`src/hdl/tds_pkg.sv`:
```
// Shared types and constants for the tone divider select block.
`default_nettype none

package tds_pkg;

  // Field widths
  localparam int CLOCK_W    = 26;
  localparam int HZ_W       = 24;
  localparam int DUR_W      = 32;
  localparam int TOP_W      = 16;
  localparam int CODE_W     = 4;
  localparam int TOGGLE_W   = 31;
  localparam int STATUS_W   = 2;
  localparam int PRODUCT_W  = HZ_W + DUR_W;

  // Long division: one quotient bit per cell
  localparam int DIV_STEPS  = 31;
  localparam int HALF_W     = CLOCK_W - 1;
  localparam int TREM_W     = 9;

  // Toggle divider: 2*p/1000 == p/500; saturates once p >= 1000 * 2^30
  localparam logic [TREM_W:0]      TOGGLE_DIVISOR = 10'd500;
  localparam logic [PRODUCT_W-1:0] TOGGLE_SAT_PRODUCT = 56'd1073741824000;
  localparam logic [TOGGLE_W-1:0]  TOGGLE_SAT = 31'h7FFF_FFFF;

  // Prescale search
  localparam logic [31:0] TOP_LIMIT    = 32'd65535;
  localparam int          MAX_PRESCALE = 10;

  // Configuration
  localparam logic [CLOCK_W-1:0] CLOCK_RESET = 26'd14000000;
  localparam logic REG_TIMER_CLOCK = 1'b0;

  // Status codes
  localparam logic [STATUS_W-1:0] ST_OK   = 2'd0;
  localparam logic [STATUS_W-1:0] ST_ZERO = 2'd1;
  localparam logic [STATUS_W-1:0] ST_HIGH = 2'd2;
  localparam logic [STATUS_W-1:0] ST_LOW  = 2'd3;

  typedef struct packed {
    logic                   hz_zero;
    logic                   timed;
    logic                   sat;
    logic [HZ_W-1:0]        divisor;
    logic [HZ_W-1:0]        qrem;
    logic [DIV_STEPS-1:0]   qdvd;
    logic [DIV_STEPS-1:0]   qquo;
    logic [TREM_W-1:0]      trem;
    logic [DIV_STEPS-1:0]   tdvd;
    logic [DIV_STEPS-1:0]   tquo;
  } cell_data_t;

endpackage

`default_nettype wire

```
`src/hdl/tds_front.sv`:
```
// Entry stage: registers the request, forms hz*duration and seeds the divider chain.
`default_nettype none

module tds_front (
  input  wire                               clk,
  input  wire                               rst,
  input  wire logic [tds_pkg::CLOCK_W-1:0]  clock_hz,
  input  wire                               in_valid,
  output logic                              in_ready,
  input  wire logic [tds_pkg::HZ_W-1:0]     tone_hz,
  input  wire logic [tds_pkg::DUR_W-1:0]    duration_ms,
  output logic                              valid,
  input  wire                               ready_in,
  output tds_pkg::cell_data_t               data
);

  logic [tds_pkg::HZ_W-1:0]      hz;
  logic [tds_pkg::PRODUCT_W-1:0] product;
  logic [tds_pkg::HALF_W-1:0]    half_clock;
  logic                          timed;

  assign in_ready = !valid || ready_in;

  always_ff @(posedge clk) begin
    if (rst) begin
      valid <= 1'b0;
    end else if (in_ready) begin
      valid <= in_valid;
    end
  end

  always_ff @(posedge clk) begin
    if (in_valid && in_ready) begin
      hz         <= tone_hz;
      product    <= tds_pkg::PRODUCT_W'(tone_hz) * tds_pkg::PRODUCT_W'(duration_ms);
      half_clock <= clock_hz[tds_pkg::CLOCK_W-1:1];
      timed      <= (duration_ms != '0);
    end
  end

  always_comb begin
    data         = '0;
    data.hz_zero = (hz == '0);
    data.timed   = timed;
    data.sat     = (product >= tds_pkg::TOGGLE_SAT_PRODUCT);
    data.divisor = hz;
    data.qrem    = '0;
    data.qdvd    = tds_pkg::DIV_STEPS'(half_clock);
    data.qquo    = '0;
    data.trem    = product[tds_pkg::DIV_STEPS +: tds_pkg::TREM_W];
    data.tdvd    = product[tds_pkg::DIV_STEPS-1:0];
    data.tquo    = '0;
  end

endmodule

`default_nettype wire

```
`config.mk`:
```
export PLATFORM = sky130hd
export DESIGN_NAME = tds_front
export DESIGN_NICKNAME = d
export VERILOG_FILES = /design/src/hdl/tds_pkg.sv /design/src/hdl/tds_front.sv
export SDC_FILE = /design/constraint.sdc
export NUM_CORES = 2
export LEC_CHECK = 0
export ABC_AREA = 1
export BUFFER_PORTS_ARGS = -buffer_cell sky130_fd_sc_hd__buf_2
export CORE_ASPECT_RATIO = 1.2
export CORE_UTILIZATION = 45
export DETAILED_ROUTE_END_ITERATION = 8
export GPL_TIMING_DRIVEN = 1
export PLACE_DENSITY_LB_ADDON = 0.3
export SYNTH_ARGS = -nofsm -noshare
export SYNTH_HDL_FRONTEND = slang
export SYNTH_SLANG_ARGS = --single-unit
```
`constraint.sdc`:
```
create_clock -name clk -period 13.3 [get_ports clk]
set_input_delay 0.665 -clock clk [delete_from_list [all_inputs] [get_ports clk]]
set_output_delay 0.665 -clock clk [all_outputs]
set_load 0.1 [all_outputs]
```
# After elaboration in Yosys (flattened, before gate mapping)
# Index checks and enable logic that the tools add are counted.
# word_totals
register_bits	107
inputBits	86
# classes
order_cmp	1
multipliers	1
n_reduce_logical	5
# op_table
operator	n
$ge 56x40->1 const B	1
$mul 24x32->56	1
$reduce_bool 32->1	1
$logic_not 24->1	1
$logic_and 1x1->1	1
$logic_not 1->1	1
$logic_or 1x1->1	1

# Logic depth before layout (Yosys ltp)
# depth
ltp_word	3
ltp_mapped	30
depth_no_buf	28

# Worst setup path before layout
# OpenSTA, ideal clock, no wires.
# synth_path
path_kind	register to register
startpoint	register valid
endpoint	register half_clock[0] in the netlist's numbering, enable pin
stages_incl_launch_ff	2
arrival_ns	5.949
setup_slack_ns	6.747
t_required_ns	12.696
n_path_buf	0
setup_ns	0.604
period_less_slack_ns	6.553
cell_sequence	dfxtp_1 a21oi_1
# synth_via
elab_chain_cells	3
# synth_lines
item	line_no	rtl
start: declaration	tds_front.sv:12	output logic valid,
start signal: assignment	tds_front.sv:28	valid <= in_valid;
$logic_not 1->1	tds_front.sv:22	assign in_ready = !valid || ready_in;
$logic_or 1x1->1	tds_front.sv:22	
$logic_and 1x1->1	tds_front.sv:33	if (in_valid && in_ready) begin
end signal: assignment	tds_front.sv:36	half_clock <= clock_hz[tds_pkg::CLOCK_W-1:1];
end: declaration	tds_front.sv:19	logic [tds_pkg::HALF_W-1:0] half_clock;
# No other way between the ends.
# A chain may end at the register's enable or synchronous reset.

# Worst setup path in the final report
# layout_path
startpoint	input port tone_hz[4] in the netlist's numbering
endpoint	register product[26] in the netlist's numbering (data pin)
# layout_via
elab_chain_cells	1
# layout_lines
item	line_no	rtl
start: declaration	tds_front.sv:10	input wire logic [tds_pkg::HZ_W-1:0] tone_hz,
$mul 24x32->56	tds_front.sv:35	product <= tds_pkg::PRODUCT_W'(tone_hz) * tds_pkg::PRODUCT_W'(duration_ms);
end signal: assignment	tds_front.sv:35	
end: declaration	tds_front.sv:18	logic [tds_pkg::PRODUCT_W-1:0] product;
# No other way between the ends.

==> impl_results.md <==
- Status: finished, final reports clean
- Layout Area Growth over Synthesis: 3.59%
- Worst slew pin tran: 0.972 ns
- Core area: 0.0686 mm2
- Main combinational cell family by area after synthesis: adder cells
- Die width: 243 um
- Setup Fix Bufs, Post-CTS: 0
- Area share of and/or/nand/nor cells after synthesis: 17.5%
- Crit path DAT: 7.09 ns
- Clock-pin slew on the worst setup and hold paths: 0.09 ns
- Post-synthesis adder-cell area fraction: 49.3%
- First-pass GRT wire length: 133 mm
- Total GRT Usage: 24.3%
- Cts hold-fix bufs: 0
- Largest net degree at the start of global routing: 60
- Final period util: 52.1%
- Critical path type: input port to flip-flop
- Layout Skew: 0.0136 ns
- Syn Inst Count: 4024
- Hpwl dp: 66.2 mm
- Slowest CP cell: buf_2
- GRT overflow: 0
- Routability Congestion: 0.975
- Average wire per cell in the routed design: 16.6 um
- Reg area: 0.00320 mm2
- Post-synthesis register bit count: 107
- Die area: 0.0707 mm2
- Worst-case reg-to-reg path depth: 3
- Most frequent cell after synthesis: inv_1
- Post-synthesis cell area: 0.0313 mm2
- Final non-filler cell total: 4927
- Clock sinks: 107
- Layout cells sized above 1: 6.18%
- Post-DR vias/cell: 4.76
- Hold depth: 2
- Nets: 4934
- Mux cell area share after synthesis: 0%
- Rel. slew slack: 34.6%
- Type of destination of the critical path: flip-flop
- Clk_lat worst skew: 0.40 ns
- Min Tclk post-route: 6.93 ns
- Crit path max fanout: 33
- EDFF count, synth: 106
- HP Class: input port to flip-flop
- Drt first pass iters: 7
- Required time worst endpoint: 13.46 ns
- Setup Viol. Count Final: 0
- Std cell rows: 105
- Vias in the first global route: 25099
- CP peak stage delay: 0.64 ns
- Final slew viol count: 0
- Clock Tree Buf Depth: 2
- Top post-synthesis cells by count: inv_1 (1305), nand2_1 (1158), fa_1 (658), ha_1 (182), clkbuf_1 (167)
- Crit path top cell by count: fa_1
- Area share of the leading cell type in the synthesized netlist: 42.0%
- CTS root buffer: clkbuf_16
- Register area share after synthesis: 10.2%
- Synth Area in Compound Gates: 1.10%
- Post-CTS sizing: 0
- Routed Antenna Nets: 0
- Post-synth top flop: edfxtp_1
- Startpoint Class: input port
- WL final: 81.6 mm
- Yosys Warn Count: 0
- Port Buffer Count: 178
- DRC: 0
- Multi-input logic area: 0.0219 mm2
- Distinct cells, synth: 37
- Clock buffer count from CTS: 9
- Starting Density: 45.7%
- Top Ports: 272
- Max cap viols: 0
- Initial antenna violation count: 5
- H-tree levels: 3
- Final hold violation count: 0
- Inst Count DP: 4906
- Layout fillers: 6883
- Cell accounting for the most synthesized area: fa_1
- Die span in y: 291 um
- Avg Inst Size Synth: 7.79 um2
- Ys async rst share: 0%
- Total number of vias: 23472
- Starting DRT DRC Count: 1315
- Critical-path cell list: buf_2, nand2_1, fa_1, inv_1, fa_1, inv_1, fa_1, fa_1, inv_1, fa_1, fa_1, inv_1, fa_1, inv_1, ha_1, nand2_1, nor2_1, nand2_1, nor2_1, o21ai_0, nand3_1, xor2_1
- Xor and xnor area share after synthesis: 0.978%
- TritonCTS clock tree: done
- Fmax: 0.144 GHz
- Largest cells by area after synthesis: fa_1 (42%), inv_1 (16%), nand2_1 (14%)
- Setup TNS: 0 ns
- RSZ-0062 raised after global routing: no
## worst max-delay path: cells and delay by family
kind / cells / cell delay [ns]
buffers and inverters: 6 / 0.92
and+or+nand+nor: 6 / 1.06
adders and majority gates: 8 / 3.96
AOI/OAI and AO/OA: 1 / 0.09
xor gates and xnor gates: 1 / 0.36
## stage by stage
stage	setup WS, ns	utilization [%]	instance area [um2]	hold slack [ns]
after floorplan	6.75	-	31700	0.734
after global placement	6.06	46.8	32100	0.528
after detailed placement	6.07	46.8	32100	0.528
after CTS	6.47	47.3	32400	0.387
after global routing	6.13	47.3	32500	0.399
final	6.37	47.3	32500	0.407
## flip-flops by register name (all words and copies together), names as in the netlist
| name | flops |
|---|---|
| product | 56 |
| timed | 1 |
| valid | 1 |
| hz | 24 |
| half_clock | 25 |
## cell families after synthesis
| logic type | Yosys count |
|---|---|
| xor+xnor | 35 |
| buf+inv | 1610 |
| flops | 107 |
| other cells | 1 |
| simple gates | 1369 |
| fa+ha+maj | 840 |
| compound gates | 62 |
## layout make-up
cell class	instances	share of cell area, %
Antenna cell	5	0.0385
Clock buffer	9	0.694
Clock inverter	7	0.297
Inverter	1309	15.1
Multi-Input combinational cell	2398	67.6
Sequential cell	107	9.87
Tap cell	909	3.50
Timing Repair Buffer	183	2.86
## path summary, 6_finish.rpt
check / slack [ns] / start / to
hold reg to reg: 0.54 / valid / valid
setup reg to reg: 10.98 / valid / hz[2]
hold / removal: 0.41 / rst / valid
setup / recovery: 6.37 / tone_hz[4] / product[26]
## placed cells by master, fill, tap and decap left out, types with 3 or more instances in the layout
master | synthesis | final
inv_1 | 1305 | 1305
nand2_1 | 1158 | 1158
fa_1 | 658 | 658
ha_1 | 182 | 182
buf_2 | 0 | 178
edfxtp_1 | 106 | 106
conb_1 | 1 | 92
nor2_1 | 70 | 70
nand3_1 | 47 | 47
a21oi_1 | 43 | 42
xor2_1 | 28 | 28
nor4_1 | 20 | 20
nand4_1 | 16 | 16
nor2_2 | 15 | 15
nand2_2 | 13 | 13
o21bai_1 | 9 | 9
clkbuf_16 | 0 | 9
nor3_1 | 7 | 7
xnor2_1 | 7 | 7
diode_2 | 0 | 5
nand3_2 | 5 | 5
o21ai_0 | 5 | 5
buf_4 | 133 | 5
inv_2 | 4 | 4
nor2_4 | 4 | 4
and2_1 | 4 | 4
nor3_2 | 3 | 3
## routing by layer
layer  global-route usage [%]  vias up  part of all wire (%)
li1                         -    10865                     -
met3                     2.75      156                   5.0
met1                     29.0    11737                    38
met5                        0        -                     0
met4                     9.10        0                   3.5
met2                     44.5      714                    53
Power is not shown: default switching activity piles up to over one toggle a cycle in this logic, so the estimate is an artifact.
