$ cat src/hdl/tds_pkg.sv
// Shared types and constants for the tone divider select block.
`default_nettype none

package tds_pkg;

  // Field widths
  localparam int CLOCK_W    = 26;
  localparam int HZ_W       = 24;
  localparam int DUR_W      = 32;
  localparam int TOP_W      = 16;
  localparam int CODE_W     = 4;
  localparam int TOGGLE_W   = 31;
  localparam int STATUS_W   = 2;
  localparam int PRODUCT_W  = HZ_W + DUR_W;

  // Long division: one quotient bit per cell
  localparam int DIV_STEPS  = 31;
  localparam int HALF_W     = CLOCK_W - 1;
  localparam int TREM_W     = 9;

  // Toggle divider: 2*p/1000 == p/500; saturates once p >= 1000 * 2^30
  localparam logic [TREM_W:0]      TOGGLE_DIVISOR = 10'd500;
  localparam logic [PRODUCT_W-1:0] TOGGLE_SAT_PRODUCT = 56'd1073741824000;
  localparam logic [TOGGLE_W-1:0]  TOGGLE_SAT = 31'h7FFF_FFFF;

  // Prescale search
  localparam logic [31:0] TOP_LIMIT    = 32'd65535;
  localparam int          MAX_PRESCALE = 10;

  // Configuration
  localparam logic [CLOCK_W-1:0] CLOCK_RESET = 26'd14000000;
  localparam logic REG_TIMER_CLOCK = 1'b0;

  // Status codes
  localparam logic [STATUS_W-1:0] ST_OK   = 2'd0;
  localparam logic [STATUS_W-1:0] ST_ZERO = 2'd1;
  localparam logic [STATUS_W-1:0] ST_HIGH = 2'd2;
  localparam logic [STATUS_W-1:0] ST_LOW  = 2'd3;

  typedef struct packed {
    logic                   hz_zero;
    logic                   timed;
    logic                   sat;
    logic [HZ_W-1:0]        divisor;
    logic [HZ_W-1:0]        qrem;
    logic [DIV_STEPS-1:0]   qdvd;
    logic [DIV_STEPS-1:0]   qquo;
    logic [TREM_W-1:0]      trem;
    logic [DIV_STEPS-1:0]   tdvd;
    logic [DIV_STEPS-1:0]   tquo;
  } cell_data_t;

endpackage

`default_nettype wire

$ cat src/hdl/tds_div_cell.sv
// One division cell: a single restoring step for both the period and toggle quotients.
`default_nettype none

module tds_div_cell (
  input  wire                       clk,
  input  wire                       rst,
  input  wire                       valid_in,
  output logic                      ready_out,
  input  wire tds_pkg::cell_data_t  data_in,
  output logic                      valid,
  input  wire                       ready_in,
  output tds_pkg::cell_data_t       data
);

  tds_pkg::cell_data_t         data_next;
  logic [tds_pkg::HZ_W:0]      qshift;
  logic [tds_pkg::HZ_W:0]      qdiff;
  logic                        qge;
  logic [tds_pkg::TREM_W:0]    tshift;
  logic [tds_pkg::TREM_W:0]    tdiff;
  logic                        tge;

  assign ready_out = !valid || ready_in;

  always_comb begin
    qshift = {data_in.qrem, data_in.qdvd[tds_pkg::DIV_STEPS-1]};
    qdiff  = qshift - {1'b0, data_in.divisor};
    qge    = (qshift >= {1'b0, data_in.divisor});
    tshift = {data_in.trem, data_in.tdvd[tds_pkg::DIV_STEPS-1]};
    tdiff  = tshift - tds_pkg::TOGGLE_DIVISOR;
    tge    = (tshift >= tds_pkg::TOGGLE_DIVISOR);

    data_next      = data_in;
    data_next.qrem = qge ? qdiff[tds_pkg::HZ_W-1:0] : qshift[tds_pkg::HZ_W-1:0];
    data_next.qdvd = {data_in.qdvd[tds_pkg::DIV_STEPS-2:0], 1'b0};
    data_next.qquo = {data_in.qquo[tds_pkg::DIV_STEPS-2:0], qge};
    data_next.trem = tge ? tdiff[tds_pkg::TREM_W-1:0] : tshift[tds_pkg::TREM_W-1:0];
    data_next.tdvd = {data_in.tdvd[tds_pkg::DIV_STEPS-2:0], 1'b0};
    data_next.tquo = {data_in.tquo[tds_pkg::DIV_STEPS-2:0], tge};
  end

  always_ff @(posedge clk) begin
    if (rst) begin
      valid <= 1'b0;
    end else if (ready_out) begin
      valid <= valid_in;
    end
  end

  always_ff @(posedge clk) begin
    if (valid_in && ready_out) begin
      data <= data_next;
    end
  end

endmodule

`default_nettype wire

$ cat config.mk
export PLATFORM = sky130hd
export DESIGN_NAME = tds_div_cell
export DESIGN_NICKNAME = d
export VERILOG_FILES = /design/src/hdl/tds_pkg.sv /design/src/hdl/tds_div_cell.sv
export SDC_FILE = /design/constraint.sdc
export NUM_CORES = 1
export LEC_CHECK = 0
export ABC_AREA = 0
export ABC_CLOCK_PERIOD_IN_PS = 6080
export BUFFER_PORTS_ARGS = -buffer_cell sky130_fd_sc_hd__clkbuf_2
export CORE_AREA = 2 2 145 147
export CTS_CLUSTER_DIAMETER = 30
export DETAILED_ROUTE_END_ITERATION = 12
export DIE_AREA = 0 0 147 149
export GPL_TIMING_DRIVEN = 0
export HOLD_SLACK_MARGIN = 0.15
export PLACE_DENSITY = 0.76
export SETUP_SLACK_MARGIN = 0.15
export SLEW_MARGIN = 10
export SYNTH_ARGS = -nofsm -noshare
export SYNTH_HDL_FRONTEND = slang
export SYNTH_SLANG_ARGS = --single-unit
$ cat constraint.sdc
create_clock -name clk -period 6.08 [get_ports clk]
set_input_delay 0.608 -clock clk [delete_from_list [all_inputs] [get_ports clk]]
set_output_delay 0.608 -clock clk [all_outputs]
set_load 0.02 [all_outputs]
Word-level counts from Yosys, hierarchy flattened
Index checks and enable logic that the tools add are counted.

word-level totals
  flip-flop bits (word level) = 183
  bits in latches = 0
  RAM bits = 0
  bits in read-only memories = 0
  input bits = 188
  output and inout port bits = 186
  logic and storage cells = 20
  memories kept = 0

operators by class
  add/subtract/negate cells = 2
  multipliers = 0
  div/mod/pow operators = 0
  $lt $le $gt $ge = 2
  equal/unequal tests = 0
  shifts and indexed selects = 0
  multiplexer cells = 2
  bitwise operators = 0
  reduce and logical (&&, ||, !) cells = 3

operator list
  kind                 count
  $ge 25x24->1         1
  $mux 24              1
  $sub 24x24->24       1
  $ge 10x9->1 const B  1
  $mux 9               1
  $sub 9x9->9 const B  1
  $logic_and 1x1->1    1
  $logic_not 1->1      1
  $logic_or 1x1->1     1

Longest topological paths before layout
  depth in word-level cells = 3
  mapped depth = 12
  depth with buffers taken out = 9

Worst setup path after synthesis
OpenSTA, ideal clock, no wires.

  path type = in2reg
  start point = input port ready_in
  end point = register data[0] in the netlist's numbering, enable pin
  library setup time = 0.564 ns
  arrival = 5.060 ns
  data required time = 5.516 ns
  slack = 0.456 ns
  stages on the path = 2
  path buffers = 0
  cells stage by stage = nand2b_1 > and2_1

between the ends
  cells in the longest elaborated chain, start to end = 2

RTL lines
  element                 line                RTL
  start: declaration      tds_div_cell.sv:11  input wire ready_in,
  $logic_or 1x1->1        tds_div_cell.sv:23  assign ready_out = !valid || ready_in;
  $logic_and 1x1->1       tds_div_cell.sv:51  if (valid_in && ready_out) begin
  end signal: assignment  tds_div_cell.sv:52  data <= data_next;
  end: declaration        tds_div_cell.sv:12  output tds_pkg::cell_data_t data

Every way passes these cells.
A chain may end at the register's enable or synchronous reset.

==> flow_metrics.py <==
metrics = {
    "layout": {
        "multi_input_area_sq_um": 1950,
        "final.fill_count": 1796,
        "fin_nets": 1116,
        "area_growth_pct": 37.8,
        "design_area_sq_um": 10600,
        "regArea_sq_um": 5490,
        "drive_gt1_share_pct": 48.2,
    },
    "setup_path": {
        "worstPathArrival_ns": 2.99,
        "startpoint": "data_in[163]",
        "cpPeakStageDelay_ns": 0.39,
        "crit_chain": "clkbuf_2 > inv_1 > ha_1 > clkbuf_1 > nand4_1 > a21oi_2 > o211ai_1 > and3_1 > buf_6 > inv_4 > buf_8 > mux2_4",
        "slowest_stage": "a21oi_2",
        "reg2reg_from": "valid$_SDFFE_PP0N_",
        "cp_max_fo": 10,
        "cp.required_ns": 6.25,
        "end_kind": "register",
        "critPathKind": "primary input to register",
        "crit_path_start_kind": "primary input",
    },
    "die": {
        "die_y_um": 149,
        "ioPinCount": 374,
        "rows": 53,
        "coreArea_sq_um": 20600,
        "dieArea_sq_um": 21900,
        "initial_utilization_pct": 37.5,
        "die_x_um": 147,
    },
    "clocking": {
        "cts.sinks": 183,
        "clk_path_buf_depth": 2,
        "clk_pin_slew_ns": 0.08,
        "clock_latency_ns": 0.42,
        "cts_resized": 0,
        "cts-root-buf": "clkbuf_16",
        "tritoncts": "yes",
        "numCtsBuffers": 17,
        "cts_setup_buffers": 0,
        "ctsHoldBuffers": 0,
        "htreeDepth": 4,
    },
    "synthesis": {
        "netlist_instances": 509,
        "synth_flop_cell": "edfxtp_1",
        "avgSynthCellArea_sq_um": 15.2,
        "synth_most_common_cell": "edfxtp_1",
        "yosysTopAreaCell": "edfxtp_1",
        "ys_warn_count": 0,
        "synth_fa_ha_area_share_pct": 4.48,
        "synthMuxAreaShare_pct": 2.76,
        "async_reset_ff_share_pct": 0,
        "yosysUniqueCellTypes": 61,
        "synth_enable_flop_cells": 182,
        "synth_compound_gate_area_share_pct": 9.63,
        "synth.top_cell.area_share_pct": 70.8,
        "synth-xor-area-share_pct": 1.70,
        "synth_area_sq_um": 7710,
        "synth_area_leaders": "edfxtp_1 71%, ha_1 4.2%, inv_1 1.8%, mux2_4 1.6%, nand2_1 1.5%",
        "synthTopCellsByCount": "182 x edfxtp_1, 38 x inv_1, 31 x nand2_1, 26 x ha_1, 23 x a21oi_1",
        "yosysSeqAreaShare_pct": 71.1,
        "yosys.area_share.simple_pct": 6.58,
        "ys_seq_elements": 183,
        "synth_top_family_by_area": "compound AO/OA/AOI/OAI gates",
    },
    "sta": {
        "skew_ns": 0.0119,
        "drv_slew": 0,
        "tightest_slew_ns": 0.687,
        "fmax_mhz": 355,
        "finalWorstSetupSlack_ns": 3.26,
        "max_slew_margin_pct": 54.0,
        "min_period_ns": 2.82,
        "hold_viol": 0,
        "rsz0062_at_grt": "false",
        "fin_crit_sh_pct": 46.4,
        "setup_violations": 0,
        "whs_ns": 0.337,
    },
    "placed_design": {
        "hpwl_um": 17700,
        "place_congestion": 0.892,
        "port_buffers": 369,
        "post-place-ws_ns": 2.79,
        "place_area_sq_um": 9990,
    },
    "routing": {
        "wl_per_cell_um": 18.5,
        "num_vias": 5678,
        "postRouteAntennaNets": 0,
        "drt-initial-drc-count": 305,
        "drt-total-wl_um": 22100,
        "drc": 0,
        "routed_via_density": 4.75,
        "drtPass1Iterations": 5,
    },
    "global_routing": {
        "grt_max_degree": 66,
        "grt_overflow": 0,
        "use_met3_pct": 6.18,
        "antenna_found_initial": 7,
        "use_met2_pct": 35.1,
        "grt_busiest_layer": "met2",
        "first_global_vias": 5474,
        "met1_usage_pct": 21.3,
        "track_usage_pct": 19.3,
        "grt_first_pass_wirelength_um": 31400,
    },
    "power_and_ir_drop": {
        "ir_drop_v": 0.000179,
        "p_leak_uw": 0.00472,
        "powerDensity_nw_per_um2": 298,
    },
    "job": {
        "drv_cap": 0,
    },
    "run_status": {
        "status": "complete, no violations",
    },
    "hold_path": {
        "hold_path_class": "primary input to register",
        "hold_start": "rst",
    },
}
## worst max-delay path: cells and delay by family
family                     cells  cell delay [ns]
buffers and inverters          6             0.75
adders and majority gates      1             0.25
muxes                          1             0.32
and+or+nand+nor                2             0.44
AOI/OAI and AO/OA              2             0.60
## logic make-up (layout without fill, tap and decap cells)
group | Yosys count | in the layout
flip-flops | 183 | 183
AO/OA/AOI/OAI | 107 | 107
AND/OR/NAND/NOR | 99 | 99
buffers and inverters | 60 | 464
adder cells (fa/ha/maj) | 27 | 27
multiplexers | 17 | 17
XOR/XNOR | 15 | 15
other | 1 | 8
## cell type report
| class | count | area share, % |
|---|---|---|
| Sequential cell | 183 | 51.6 |
| Multi-Input combinational cell | 267 | 18.4 |
| Timing Repair Buffer | 372 | 18.2 |
| Clock buffer | 18 | 4.13 |
| Tap cell | 275 | 3.24 |
| Clock inverter | 14 | 1.70 |
| Inverter | 40 | 1.44 |
| Buffer | 20 | 1.25 |
| Antenna cell | 6 | 0.141 |
## stage by stage
stage               std cells  TNS, ns  utilization (%)  power, uW
floorplan                 510        0                -       1880
global placement         1154  -191.59             48.2       2080
detailed placement       1157        0             48.6       2080
CTS                      1189        0             51.6       3190
global route             1194        0             51.7       3290
finish                   1195        0             51.7       3160
## flip-flops by register name, summed over array words and instances, names as in the netlist
name   count
data     182
valid      1
## worst paths after layout
check	to	slack, ns	cells past startpoint
worst max-delay path	data[148]$_DFFE_PP_	3.26	12
worst min-delay path	valid$_SDFFE_PP0N_	0.34	2
worst max register to register	data[140]$_DFFE_PP_	4.31	4
worst min register to register	valid$_SDFFE_PP0N_	0.53	2
## where the power goes
group | switching, uW | total, uW | internal, uW
Sequential | 22.7 | 1520 | 1490
Combinational | 333 | 538 | 205
Clock | 540 | 1110 | 569
Total | 896 | 3160 | 2270
## layer usage
metal,wire [um],vias to the layer above
li1,-,2727
met1,8150,2668
met5,0,-
met3,1640,29
met4,439,0
met2,11900,254
## cells in the final DEF (no fill, tap or decap), types with 5 or more instances in the layout
cell and n:
xor2_1 8, a21boi_0 5, nor3b_1 5, inv_1 38
o21a_1 6, diode_2 6, nand2_1 31, o21ai_0 17
o31ai_1 10, mux2i_1 7, clkbuf_2 370, clkbuf_16 17
a21oi_1 23, nand4_1 16, ha_1 26, clkbuf_1 6
a21o_1 8, edfxtp_1 182, clkinv_8 7, xnor2_1 7
buf_2 6, nand3_1 5, nor2_1 22, o31a_1 5
a211oi_1 6, mux2_4 8
No activity file was read; power rests on OpenSTA's default activity.
